[src/design/leb128_pkg.sv]
// ----------------------------------------------------------------------------
// leb128_pkg
// Shared types, constants and format helpers for the LEB128 stream decoder.
// ----------------------------------------------------------------------------
`default_nettype none

package leb128_pkg;

    // Encoded byte layout
    localparam int LEB_BYTE_W   = 8;
    localparam int LEB_DIGIT_W  = 7;
    localparam int LEB_CONT_BIT = 7;
    localparam int LEB_SIGN_BIT = 6;

    // Value and count widths
    localparam int LEB_ACC_W   = 64;
    localparam int LEB_CNT_W   = 4;
    localparam int LEB_FUNC_W  = 3;

    // Stream widths: tdata holds value then byte count, padded to bytes
    localparam int LEB_OUT_PAYLOAD_W = LEB_ACC_W + LEB_CNT_W;
    localparam int LEB_OUT_TDATA_W   = ((LEB_OUT_PAYLOAD_W + 7) / 8) * 8;

    // Format selector codes; unused codes decode as signed 64 bit
    typedef enum logic [LEB_FUNC_W-1:0] {
        FMT_U1  = 3'd0,
        FMT_U7  = 3'd1,
        FMT_U32 = 3'd2,
        FMT_S7  = 3'd3,
        FMT_S32 = 3'd4,
        FMT_S64 = 3'd5
    } t_fmt;

    // One accepted input byte
    typedef struct packed {
        logic [LEB_BYTE_W-1:0] data_byte;
        logic [LEB_FUNC_W-1:0] func;
    } t_leb_item;

    // Result of one byte step
    typedef struct packed {
        logic                 valid;
        logic [LEB_ACC_W-1:0] decoded_value;
        logic                 overlong;
        logic [LEB_CNT_W-1:0] bytes_used;
    } t_leb_result;

    // Byte limit of a format
    function automatic logic [LEB_CNT_W:0] fmt_limit(input logic [LEB_FUNC_W-1:0] f);
        logic [LEB_CNT_W:0] lim;
        case (f)
            FMT_U1, FMT_U7, FMT_S7: lim = 5'd1;
            FMT_U32, FMT_S32:       lim = 5'd5;
            default:                lim = 5'd10;
        endcase
        return lim;
    endfunction

    // Signed formats
    function automatic logic fmt_signed(input logic [LEB_FUNC_W-1:0] f);
        return (f >= FMT_S7);
    endfunction

    // Truncate to the container and re-extend to 64 bits
    function automatic logic [LEB_ACC_W-1:0] fmt_fit(input logic [LEB_ACC_W-1:0] v,
                                                      input logic [LEB_FUNC_W-1:0] f);
        logic                 s;
        logic [LEB_ACC_W-1:0] r;
        s = fmt_signed(f);
        case (f)
            FMT_U1, FMT_U7, FMT_S7: begin
                r = {{56{s & v[7]}}, v[7:0]};
            end
            FMT_U32, FMT_S32: begin
                r = {{32{s & v[31]}}, v[31:0]};
            end
            default: begin
                r = v;
            end
        endcase
        return r;
    endfunction

endpackage

`default_nettype wire

[src/design/leb128_stream_decoder.sv]
// ----------------------------------------------------------------------------
// leb128_stream_decoder
// Byte-serial LEB128 decoder with selectable format.
// ----------------------------------------------------------------------------
// Usage:
//   Slave side takes one encoded byte per transfer on s_axis_tdata with the
//   format code on s_axis_tuser (0 u1, 1 u7, 2 u32, 3 s7, 4 s32, 5 s64;
//   other codes act as s64). The code must stay the same within one value.
//   Master side gives one transfer per finished value: decoded value and
//   byte count on m_axis_tdata, the overlong flag on m_axis_tuser.
//   A value's last byte is taken into the input register at its transfer,
//   then decoded and loaded into the result register, which drives the
//   master side; a stalled receiver can hold back that load.
//   Throughput: one byte per cycle unless a finished value waits on a stalled
//   receiver, set by the single decode step between the two registers.
//   Reset clears the accumulator, the byte count and both valid flags.
//   When the receiver stalls, the result is held; the input register keeps
//   filling with continuation bytes, and only a byte that ends a value waits,
//   after which s_axis_tready drops until the result is taken.
// ----------------------------------------------------------------------------
`default_nettype none

module leb128_stream_decoder import leb128_pkg::*; (
    input  wire logic                       i_clk,
    input  wire logic                       i_rst_n,
    // Slave side
    input  wire logic                       s_axis_tvalid,
    output logic                            s_axis_tready,
    input  wire logic [LEB_BYTE_W-1:0]      s_axis_tdata,   // [7:0] data_byte
    input  wire logic [LEB_FUNC_W-1:0]      s_axis_tuser,   // [2:0] func
    // Master side
    output logic                            m_axis_tvalid,
    input  wire logic                       m_axis_tready,
    output logic [LEB_OUT_TDATA_W-1:0]      m_axis_tdata,   // [63:0] decoded_value,
                                                             // [67:64] bytes_used
    output logic                            m_axis_tuser    // [0] overlong
);

    t_leb_item   in_item;
    t_leb_item   held_item;
    logic        held_valid;
    logic        fire;
    logic        out_busy;
    t_leb_result step_res;
    t_leb_result out_res;

    assign in_item.data_byte = s_axis_tdata;
    assign in_item.func      = s_axis_tuser;

    // Input register
    leb128_in_stage u_in (
        .i_clk     (i_clk),
        .i_rst_n   (i_rst_n),
        .i_tvalid  (s_axis_tvalid),
        .i_item    (in_item),
        .i_advance (fire),
        .o_tready  (s_axis_tready),
        .o_valid   (held_valid),
        .o_item    (held_item)
    );

    // Decode step; a byte that yields a result waits for room
    assign fire = held_valid && (!step_res.valid || !out_busy);

    leb128_core u_core (
        .i_clk    (i_clk),
        .i_rst_n  (i_rst_n),
        .i_fire   (fire),
        .i_item   (held_item),
        .o_result (step_res)
    );

    // Result register
    leb128_out_stage u_out (
        .i_clk    (i_clk),
        .i_rst_n  (i_rst_n),
        .i_load   (fire && step_res.valid),
        .i_result (step_res),
        .i_tready (m_axis_tready),
        .o_tvalid (m_axis_tvalid),
        .o_busy   (out_busy),
        .o_result (out_res)
    );

    assign m_axis_tdata = {{(LEB_OUT_TDATA_W-LEB_OUT_PAYLOAD_W){1'b0}},
                           out_res.bytes_used, out_res.decoded_value};
    assign m_axis_tuser = out_res.overlong;

endmodule

`default_nettype wire

[src/design/leb128_in_stage.sv]
// ----------------------------------------------------------------------------
// leb128_in_stage
// Input register: captures one byte transfer and holds it until the core
// consumes it.
// ----------------------------------------------------------------------------
`default_nettype none

module leb128_in_stage import leb128_pkg::*; (
    input  wire logic      i_clk,
    input  wire logic      i_rst_n,
    input  wire logic      i_tvalid,
    input  wire t_leb_item i_item,
    input  wire logic      i_advance,   // core consumes the held item
    output logic           o_tready,
    output logic           o_valid,
    output t_leb_item      o_item
);

    logic      r_valid, n_valid;
    t_leb_item r_item;

    // Free, or emptying this cycle
    assign o_tready = !r_valid || i_advance;

    always_comb begin
        n_valid = r_valid;
        if (i_tvalid && o_tready) begin
            n_valid = 1'b1;
        end else if (i_advance) begin
            n_valid = 1'b0;
        end
    end

    always_ff @(posedge i_clk) begin
        if (!i_rst_n) begin
            r_valid <= 1'b0;
        end else begin
            r_valid <= n_valid;
        end
    end

    // Payload, no reset
    always_ff @(posedge i_clk) begin
        if (i_tvalid && o_tready) begin
            r_item <= i_item;
        end
    end

    assign o_valid = r_valid;
    assign o_item  = r_item;

endmodule

`default_nettype wire

[src/design/leb128_core.sv]
// ----------------------------------------------------------------------------
// leb128_core
// Accumulator and byte count, with the single-byte decode step: merge the
// seven payload bits, check the byte limit, sign-extend and fit on the last
// byte.
// ----------------------------------------------------------------------------
`default_nettype none

module leb128_core import leb128_pkg::*; (
    input  wire logic      i_clk,
    input  wire logic      i_rst_n,
    input  wire logic      i_fire,      // held item is consumed this cycle
    input  wire t_leb_item i_item,
    output t_leb_result    o_result
);

    logic [LEB_ACC_W-1:0] r_acc, n_acc;
    logic [LEB_CNT_W-1:0] r_cnt, n_cnt;

    logic [LEB_DIGIT_W-1:0] payload;
    logic [6:0]             shamt;
    logic [7:0]             ext_sh;
    logic [LEB_CNT_W:0]     newcnt;
    logic [LEB_CNT_W:0]     limit;
    logic                   more;
    logic                   too_long;
    logic [LEB_ACC_W-1:0]   acc_or;
    logic [LEB_ACC_W-1:0]   ext_v;

    assign payload = i_item.data_byte[LEB_DIGIT_W-1:0];
    assign more    = i_item.data_byte[LEB_CONT_BIT];
    // 7 * count as shift-and-subtract
    assign shamt   = {r_cnt, 3'b000} - {3'b000, r_cnt};
    assign newcnt  = {1'b0, r_cnt} + 5'd1;
    assign ext_sh  = {newcnt, 3'b000} - {3'b000, newcnt};
    assign limit   = fmt_limit(i_item.func);

    // Merge payload at the next digit position
    always_comb begin
        acc_or = r_acc;
        if (shamt < 7'd64) begin
            acc_or = r_acc | ({{(LEB_ACC_W-LEB_DIGIT_W){1'b0}}, payload} << shamt[5:0]);
        end
    end

    // Byte limit reached with more to come, or passed
    assign too_long = (newcnt > limit) || (more && (newcnt >= limit));

    // Sign extension above the gathered bits, then fit to the container
    always_comb begin
        ext_v = acc_or;
        if (fmt_signed(i_item.func) && (ext_sh < 8'd64) &&
            i_item.data_byte[LEB_SIGN_BIT]) begin
            ext_v = acc_or | ({LEB_ACC_W{1'b1}} << ext_sh[5:0]);
        end
    end

    always_comb begin
        o_result.valid         = too_long || !more;
        o_result.overlong      = too_long;
        o_result.bytes_used    = newcnt[LEB_CNT_W-1:0];
        o_result.decoded_value = too_long ? '0 : fmt_fit(ext_v, i_item.func);
    end

    // Next state: clear at end of value, else keep gathering
    always_comb begin
        if (too_long || !more) begin
            n_acc = '0;
            n_cnt = '0;
        end else begin
            n_acc = acc_or;
            n_cnt = newcnt[LEB_CNT_W-1:0];
        end
    end

    always_ff @(posedge i_clk) begin
        if (!i_rst_n) begin
            r_acc <= '0;
            r_cnt <= '0;
        end else if (i_fire) begin
            r_acc <= n_acc;
            r_cnt <= n_cnt;
        end
    end

endmodule

`default_nettype wire

[src/design/leb128_out_stage.sv]
// ----------------------------------------------------------------------------
// leb128_out_stage
// Result register: holds one decoded value until the receiver takes the
// transfer.
// ----------------------------------------------------------------------------
`default_nettype none

module leb128_out_stage import leb128_pkg::*; (
    input  wire logic        i_clk,
    input  wire logic        i_rst_n,
    input  wire logic        i_load,
    input  wire t_leb_result i_result,
    input  wire logic        i_tready,
    output logic             o_tvalid,
    output logic             o_busy,     // holds a result the receiver refuses
    output t_leb_result      o_result
);

    logic        r_valid, n_valid;
    t_leb_result r_result;

    assign o_busy = r_valid && !i_tready;

    always_comb begin
        n_valid = r_valid;
        if (i_load) begin
            n_valid = 1'b1;
        end else if (i_tready) begin
            n_valid = 1'b0;
        end
    end

    always_ff @(posedge i_clk) begin
        if (!i_rst_n) begin
            r_valid <= 1'b0;
        end else begin
            r_valid <= n_valid;
        end
    end

    always_ff @(posedge i_clk) begin
        if (i_load) begin
            r_result <= i_result;
        end
    end

    assign o_tvalid = r_valid;
    assign o_result = r_result;

endmodule

`default_nettype wire

[config.mk]
export PLATFORM = sky130hd
export DESIGN_NAME = leb128_stream_decoder
export DESIGN_NICKNAME = d
export VERILOG_FILES = /design/src/design/leb128_pkg.sv /design/src/design/leb128_stream_decoder.sv /design/src/design/leb128_in_stage.sv /design/src/design/leb128_core.sv /design/src/design/leb128_out_stage.sv
export SDC_FILE = /design/constraint.sdc
export NUM_CORES = 1
export LEC_CHECK = 0
export BUFFER_PORTS_ARGS = -buffer_cell sky130_fd_sc_hd__buf_2
export CORE_MARGIN = 5
export CORE_UTILIZATION = 55
export DETAILED_ROUTE_END_ITERATION = 8
export PLACE_DENSITY = 0.82
export SYNTH_ARGS = -nofsm -noshare
export SYNTH_HDL_FRONTEND = slang
export SYNTH_HIERARCHICAL = 1
export SYNTH_SLANG_ARGS = --single-unit
[constraint.sdc]
create_clock -name i_clk -period 12.3 [get_ports i_clk]
set_input_delay 0 -clock i_clk [delete_from_list [all_inputs] [get_ports i_clk]]
set_output_delay 0 -clock i_clk [all_outputs]
set_load 0.005 [all_outputs]
==> impl_metrics.env, run 1 <==
export IMPL_dp_hpwl_mm=14.5
export IMPL_root_buffer="clkbuf_16"
export IMPL_post_route_period_util_pct=42.5
export IMPL_slew_headroom_pct=11.7
export IMPL_clockPowerShare_pct=39.2
export IMPL_rsz0062_at_grt="false"
export IMPL_die_w_um=128
export IMPL_peakVddDrop_mv=0.0991
export IMPL_syn_avg_cell_area_sq_um=9.88
export IMPL_critPathLaunchType="register"
export IMPL_gr_total_overflow=0
export IMPL_htree_levels=4
export IMPL_min_from="i_rst_n"
export IMPL_rr_worst_depth=10
export IMPL_status="completed"
export IMPL_finClkSkew_ps=13.1
export IMPL_sw_frac_of_total_pct=30.3
export IMPL_switching_power_w=0.000414
export IMPL_grt_pass1_wl_mm=33.5
export IMPL_path_common_cell="ha_1"
export IMPL_slew_violations=0
export IMPL_path_clk_slew_ps=70
export IMPL_crit_buf_inv=1
export IMPL_hp_class="input port to register"
export IMPL_drt_total_wl_mm=21.8
export IMPL_critPathMaxFanout=21
export IMPL_combPwrFrac_pct=18.7
export IMPL_num_antenna_cells=0
export IMPL_dr_pass1_iters=6
export IMPL_rows=43
export IMPL_p_seq_share_pct=42.0
export IMPL_tns_ps=0
export IMPL_area_growth_pct=14.7
export IMPL_io_buffer_count=85
export IMPL_place_congestion=0.951
export IMPL_cts_buffer_depth=2
export IMPL_wire_per_inst_um=21.1
export IMPL_start_util_pct=55.8
export IMPL_dpl_worst_slack_ps=7260
export IMPL_antenna_found_initial=0
export IMPL_worst_slack_ps=7080
export IMPL_path_cells="inv_1, ha_1, ha_1, a211oi_2, o32ai_1, a221o_1, o21a_1, and2_0, nor3_2, a31oi_1"
export IMPL_holdWs_ps=99.4
export IMPL_syn_area_sq_um=7690
export IMPL_drive_above_1_share_pct=18.4
export IMPL_setup_viol=0
export IMPL_hold_path_end="u_out/o_tvalid"
export IMPL_drc=0
export IMPL_synth_cells=778
export IMPL_cts_buffers=17
export IMPL_grt_start_max_net_pins=69
export IMPL_regToRegStartpoint="u_core/r_cnt[1]"
export IMPL_worst_pin_slew_ps=1330
export IMPL_layout_min_cycle_time_ps=5220
export IMPL_r2r_end="u_out/o_result[59]"
export IMPL_die_area_sq_um=16400
export IMPL_vias_per_cell=6.56
export IMPL_nets=867
export IMPL_cts_sinks=150
export IMPL_p_total_w=0.00137
export IMPL_synth_warnings=6
export IMPL_die_h_um=128
export IMPL_reg2reg_slack_ps=7080
export IMPL_critPathCaptureType="register"
export IMPL_ios=90
export IMPL_crit_type="register to register"
export IMPL_vias=6775
export IMPL_critPathRequiredTime_ps=12410
export IMPL_maxCapViolations=0
export IMPL_critPathArrivalTime_ps=5340
export IMPL_drtIter0Drc=1361
export IMPL_track_usage_pct=26.4
export IMPL_cts_tree="yes"
export IMPL_antenna_left=0
export IMPL_finalHoldViolations=0
export IMPL_cts_setup_buffers=0
export IMPL_cp_top_family="compound AO/OA/AOI/OAI gates"
export IMPL_core_sq_um=13800
export IMPL_final_util_pct=64.1
export IMPL_grt_pass1_vias=6047
export IMPL_fmax_ghz=0.191
export IMPL_p_leak_nw=3.18
export IMPL_max_stage_delay_ps=770
export IMPL_powerDensity_nw_per_um2=155
export IMPL_clock_latency_ps=420
export IMPL_internal_power_w=0.000953
export IMPL_min_path_cells=2
export IMPL_crit_slowest_cell="ha_1"
[sequential cells by signal, indices dropped and copies added, names as in the netlist]
| name | count |
|---|---|
| u_out/o_result | 69 |
| u_core/r_acc | 64 |
| u_in/o_item | 11 |
| u_core/r_cnt | 4 |
| u_in/o_valid | 1 |
| u_out/o_tvalid | 1 |
[stage by stage]
step           cells  area, sq um
2_1_floorplan    781         7700
3_3_place_gp     988         8090
3_5_place_dp     988         8090
4_1_cts         1033         8820
5_1_grt         1033         8820
6_report        1033         8820
[worst max-delay path by stage]
| stage | start | end | slack [ps] | depth (start not counted) |
|---|---|---|---|---|
| floorplan | u_core/r_cnt[0] | u_out/o_result[0] | 7510 | 13 |
| global placement | u_core/r_cnt[1] | u_out/o_result[46] | 7440 | 10 |
| detailed placement | u_core/r_cnt[1] | u_out/o_result[64] | 7260 | 10 |
| CTS | u_core/r_cnt[1] | u_out/o_result[59] | 7200 | 10 |
| global route | u_core/r_cnt[1] | u_out/o_result[59] | 6820 | 10 |
| finish | u_core/r_cnt[1] | u_out/o_result[59] | 7080 | 10 |
[routing by layer]
| metal | routed length [um] | global-route usage (%) | vias up |
|---|---|---|---|
| li1 | - | - | 3009 |
| met1 | 8460 | 36.3 | 3198 |
| met2 | 9780 | 40.0 | 494 |
| met3 | 2710 | 5.50 | 74 |
| met4 | 879 | 12.3 | 0 |
| met5 | 0 | 0 | - |
[power groups by stage]
stage                     logic (W)  clock network, W  registers, W
final                      0.000256          0.000537      0.000575
after global routing       0.000271          0.000560      0.000577
after CTS                  0.000246          0.000538      0.000575
after detailed placement   0.000241                 0      0.000586
after global placement     0.000236                 0      0.000585
after floorplan            0.000167                 0      0.000586
[worst register-to-register path, cell delays in order (launching register included)]
cell and delay, ps:
dfxtp_1 720, inv_1 160, ha_1 770, ha_1 450, a211oi_2 370, o32ai_1 170, a221o_1 350, o21a_1 430
and2_0 590, nor3_2 700, a31oi_1 220
[final cells by class]
| class | instances | area, sq um |
|---|---|---|
| inverters | 40 | 150 |
| clock inverters | 15 | 180 |
| fillers | 1077 | 4950 |
| clock buffers | 17 | 425 |
| repair buffers | 103 | 593 |
| multi-input cells | 528 | 3440 |
| flip-flops and latches | 150 | 3800 |
| well taps | 180 | 225 |
[placed cells by master (no fill, tap or decap), types with 5 or more instances in the layout]
cell type,n
a211oi_1,8
a21boi_0,11
a21oi_1,48
a221oi_1,26
a31oi_1,51
and2_1,39
buf_2,85
buf_4,5
clkbuf_16,17
dfxtp_1,70
dlygate4sd3_1,13
edfxtp_1,80
ha_1,12
inv_1,39
mux2i_1,7
nand2_1,47
nand2b_1,5
nand3_1,12
nor2_1,62
nor2b_1,8
nor3_1,10
o21a_1,10
o21ai_0,42
o22ai_1,28
[what timing repair did]
item / CTS / global route
hold endpoints to repair: 13 / 0
hold buffers: 13 / 0
resized for setup: 0 / 0
Note: power is estimated with default switching activity, not from simulation.
==> run 2, diff against run 1 <==
--- a/config.mk
+++ b/config.mk
@@ -7,7 +7,7 @@
 export LEC_CHECK = 0
 export BUFFER_PORTS_ARGS = -buffer_cell sky130_fd_sc_hd__buf_2
 export CORE_MARGIN = 5
-export CORE_UTILIZATION = 55
+export CORE_UTILIZATION = 53
 export DETAILED_ROUTE_END_ITERATION = 8
 export PLACE_DENSITY = 0.82
 export SYNTH_ARGS = -nofsm -noshare
==> constraint.sdc (replaced) <==
create_clock -name i_clk -period 4.25 [get_ports i_clk]
set_input_delay 0 -clock i_clk [delete_from_list [all_inputs] [get_ports i_clk]]
set_output_delay 0 -clock i_clk [all_outputs]
set_load 0.005 [all_outputs]
==> run 2 against run 1 <==
Clock-buffer cell count stayed put. Sequential share of layout area is 1.1 points lower. Die area is 3.5% higher. Non-clock buffer count grew 27. Via count barely moved. Critical endpoint unchanged. Critical path depth decreased by 1. Routed wire length rose by 0.83%. Clock skew shrank 6.4 ps. Cell count increased by 3.0%.
==> impl_metrics.env, run 2 (synthesis gave the netlist of run 1 again) <==
export IMPL_status="completed"
export IMPL_die_area_sq_um=17000
export IMPL_core_sq_um=14400
export IMPL_track_usage_pct=25.9
export IMPL_rsz0062_at_grt="false"
export IMPL_grt_pass1_wl_mm=33.7
export IMPL_p_leak_nw=3.34
export IMPL_finClkSkew_ps=6.76
export IMPL_nets=894
export IMPL_gr_total_overflow=0
export IMPL_final_cell_mix="85 x buf_2, 80 x edfxtp_1, 70 x dfxtp_1"
export IMPL_root_buffer="clkbuf_16"
export IMPL_antenna_found_initial=0
export IMPL_maxCapViolations=0
export IMPL_hp_class="input port to register"
export IMPL_drtIter0Drc=1055
export IMPL_critPathCaptureType="register"
export IMPL_post_cts_resized=0
export IMPL_worst_pin_slew_ps=939
export IMPL_die_w_um=130
export IMPL_setup_viol=0
export IMPL_vias=6781
export IMPL_critPathRequiredTime_ps=4390
export IMPL_critPathMaxFanout=20
export IMPL_wire_per_inst_um=20.7
export IMPL_crit_type="register to register"
export IMPL_worst_slack_ps=360
export IMPL_layout_commonest_cell="buf_2"
export IMPL_critPathArrivalTime_ps=4030
export IMPL_drt_total_wl_mm=22.0
export IMPL_slew_headroom_pct=37.3
export IMPL_dr_pass1_iters=6
export IMPL_die_h_um=130
export IMPL_dp_hpwl_mm=15.3
export IMPL_p_total_w=0.00399
export IMPL_place_area_sq_um=8330
export IMPL_ios=90
export IMPL_drive_above_1_share_pct=20.8
export IMPL_cts_sinks=150
export IMPL_cts_setup_buffers=0
export IMPL_cts_buffers=17
export IMPL_grt_start_max_net_pins=47
export IMPL_num_antenna_cells=0
export IMPL_cts_tree="yes"
export IMPL_layout_min_cycle_time_ps=3890
export IMPL_area_growth_pct=17.8
export IMPL_drc=0
export IMPL_peakVddDrop_mv=0.291
export IMPL_slew_violations=0
export IMPL_start_util_pct=53.5
export IMPL_stdcell_area_sq_um=9060
export IMPL_critPathLaunchType="register"
export IMPL_fmax_ghz=0.257
export IMPL_path_clk_slew_ps=60
export IMPL_post_route_period_util_pct=91.5
export IMPL_cts_buffer_depth=2
export IMPL_dpl_worst_slack_ps=447
export IMPL_htree_levels=4
export IMPL_powerDensity_nw_per_um2=440
export IMPL_place_congestion=1.01
export IMPL_io_buffer_count=85
export IMPL_tns_ps=0
export IMPL_vias_per_cell=6.37
export IMPL_antenna_left=0
export IMPL_largest_register_ffs=69
export IMPL_holdWs_ps=115
export IMPL_grt_pass1_vias=6082
export IMPL_finalHoldViolations=0
export IMPL_clock_latency_ps=430
export IMPL_rows=44
## run 2: metrics by stage
step / instances / util (%)
2_1_floorplan: 781 / -
3_3_place_gp: 1019 / 58.0
3_5_place_dp: 1019 / 58.0
4_1_cts: 1064 / 63.1
5_1_grt: 1064 / 63.1
6_report: 1064 / 63.1
## run 2: layout make-up
class                           instances  area, sq um
Sequential cell                       150         3800
Inverter                               40          150
Clock buffer                           17          425
Clock inverter                         15          174
Multi-Input combinational cell        528         3440
Timing Repair Buffer                  130          833
Fill cell                            1109         5310
Tap cell                              184          230
## run 2: critical path, stage by stage (launching register included)
cell,delay (ps)
dfxtp_1,760
inv_1,250
ha_1,460
a211oi_2,340
o32ai_1,160
a221o_1,350
o21a_1,230
and2_0,340
nor3_2,540
a31oi_1,160
## run 2: report_power, final
part	internal (W)	total, W	switching (W)
registers	0.00163	0.00166	0.0000303
clock network	0.000927	0.00154	0.000611
logic	0.000278	0.000786	0.000507
total	0.00284	0.00399	0.00115
## run 2: layer usage
layer	global-route usage, %	vias to the layer above	wire length [um]
li1	-	3064	-
met1	36.1	3120	8510
met2	39.6	525	9960
met3	5.20	72	2850
met4	10.8	0	696
met5	0	-	0
## run 2: repair_timing
action / 4_1_cts / 5_1_grt
hold buffers: 13 / 0
hold endpoints to repair: 13 / 0
setup endpoints to repair: 0 / 0
## run 2: worst paths after layout
path	depth (start not counted)	start	to	slack, ps
setup reg to reg	9	u_core/r_cnt[2]	u_out/o_result[59]	360
setup / recovery	9	u_core/r_cnt[2]	u_out/o_result[59]	360
hold reg to reg	2	u_core/r_acc[43]	u_core/r_acc[43]	470
hold / removal	2	i_rst_n	u_out/o_tvalid	110
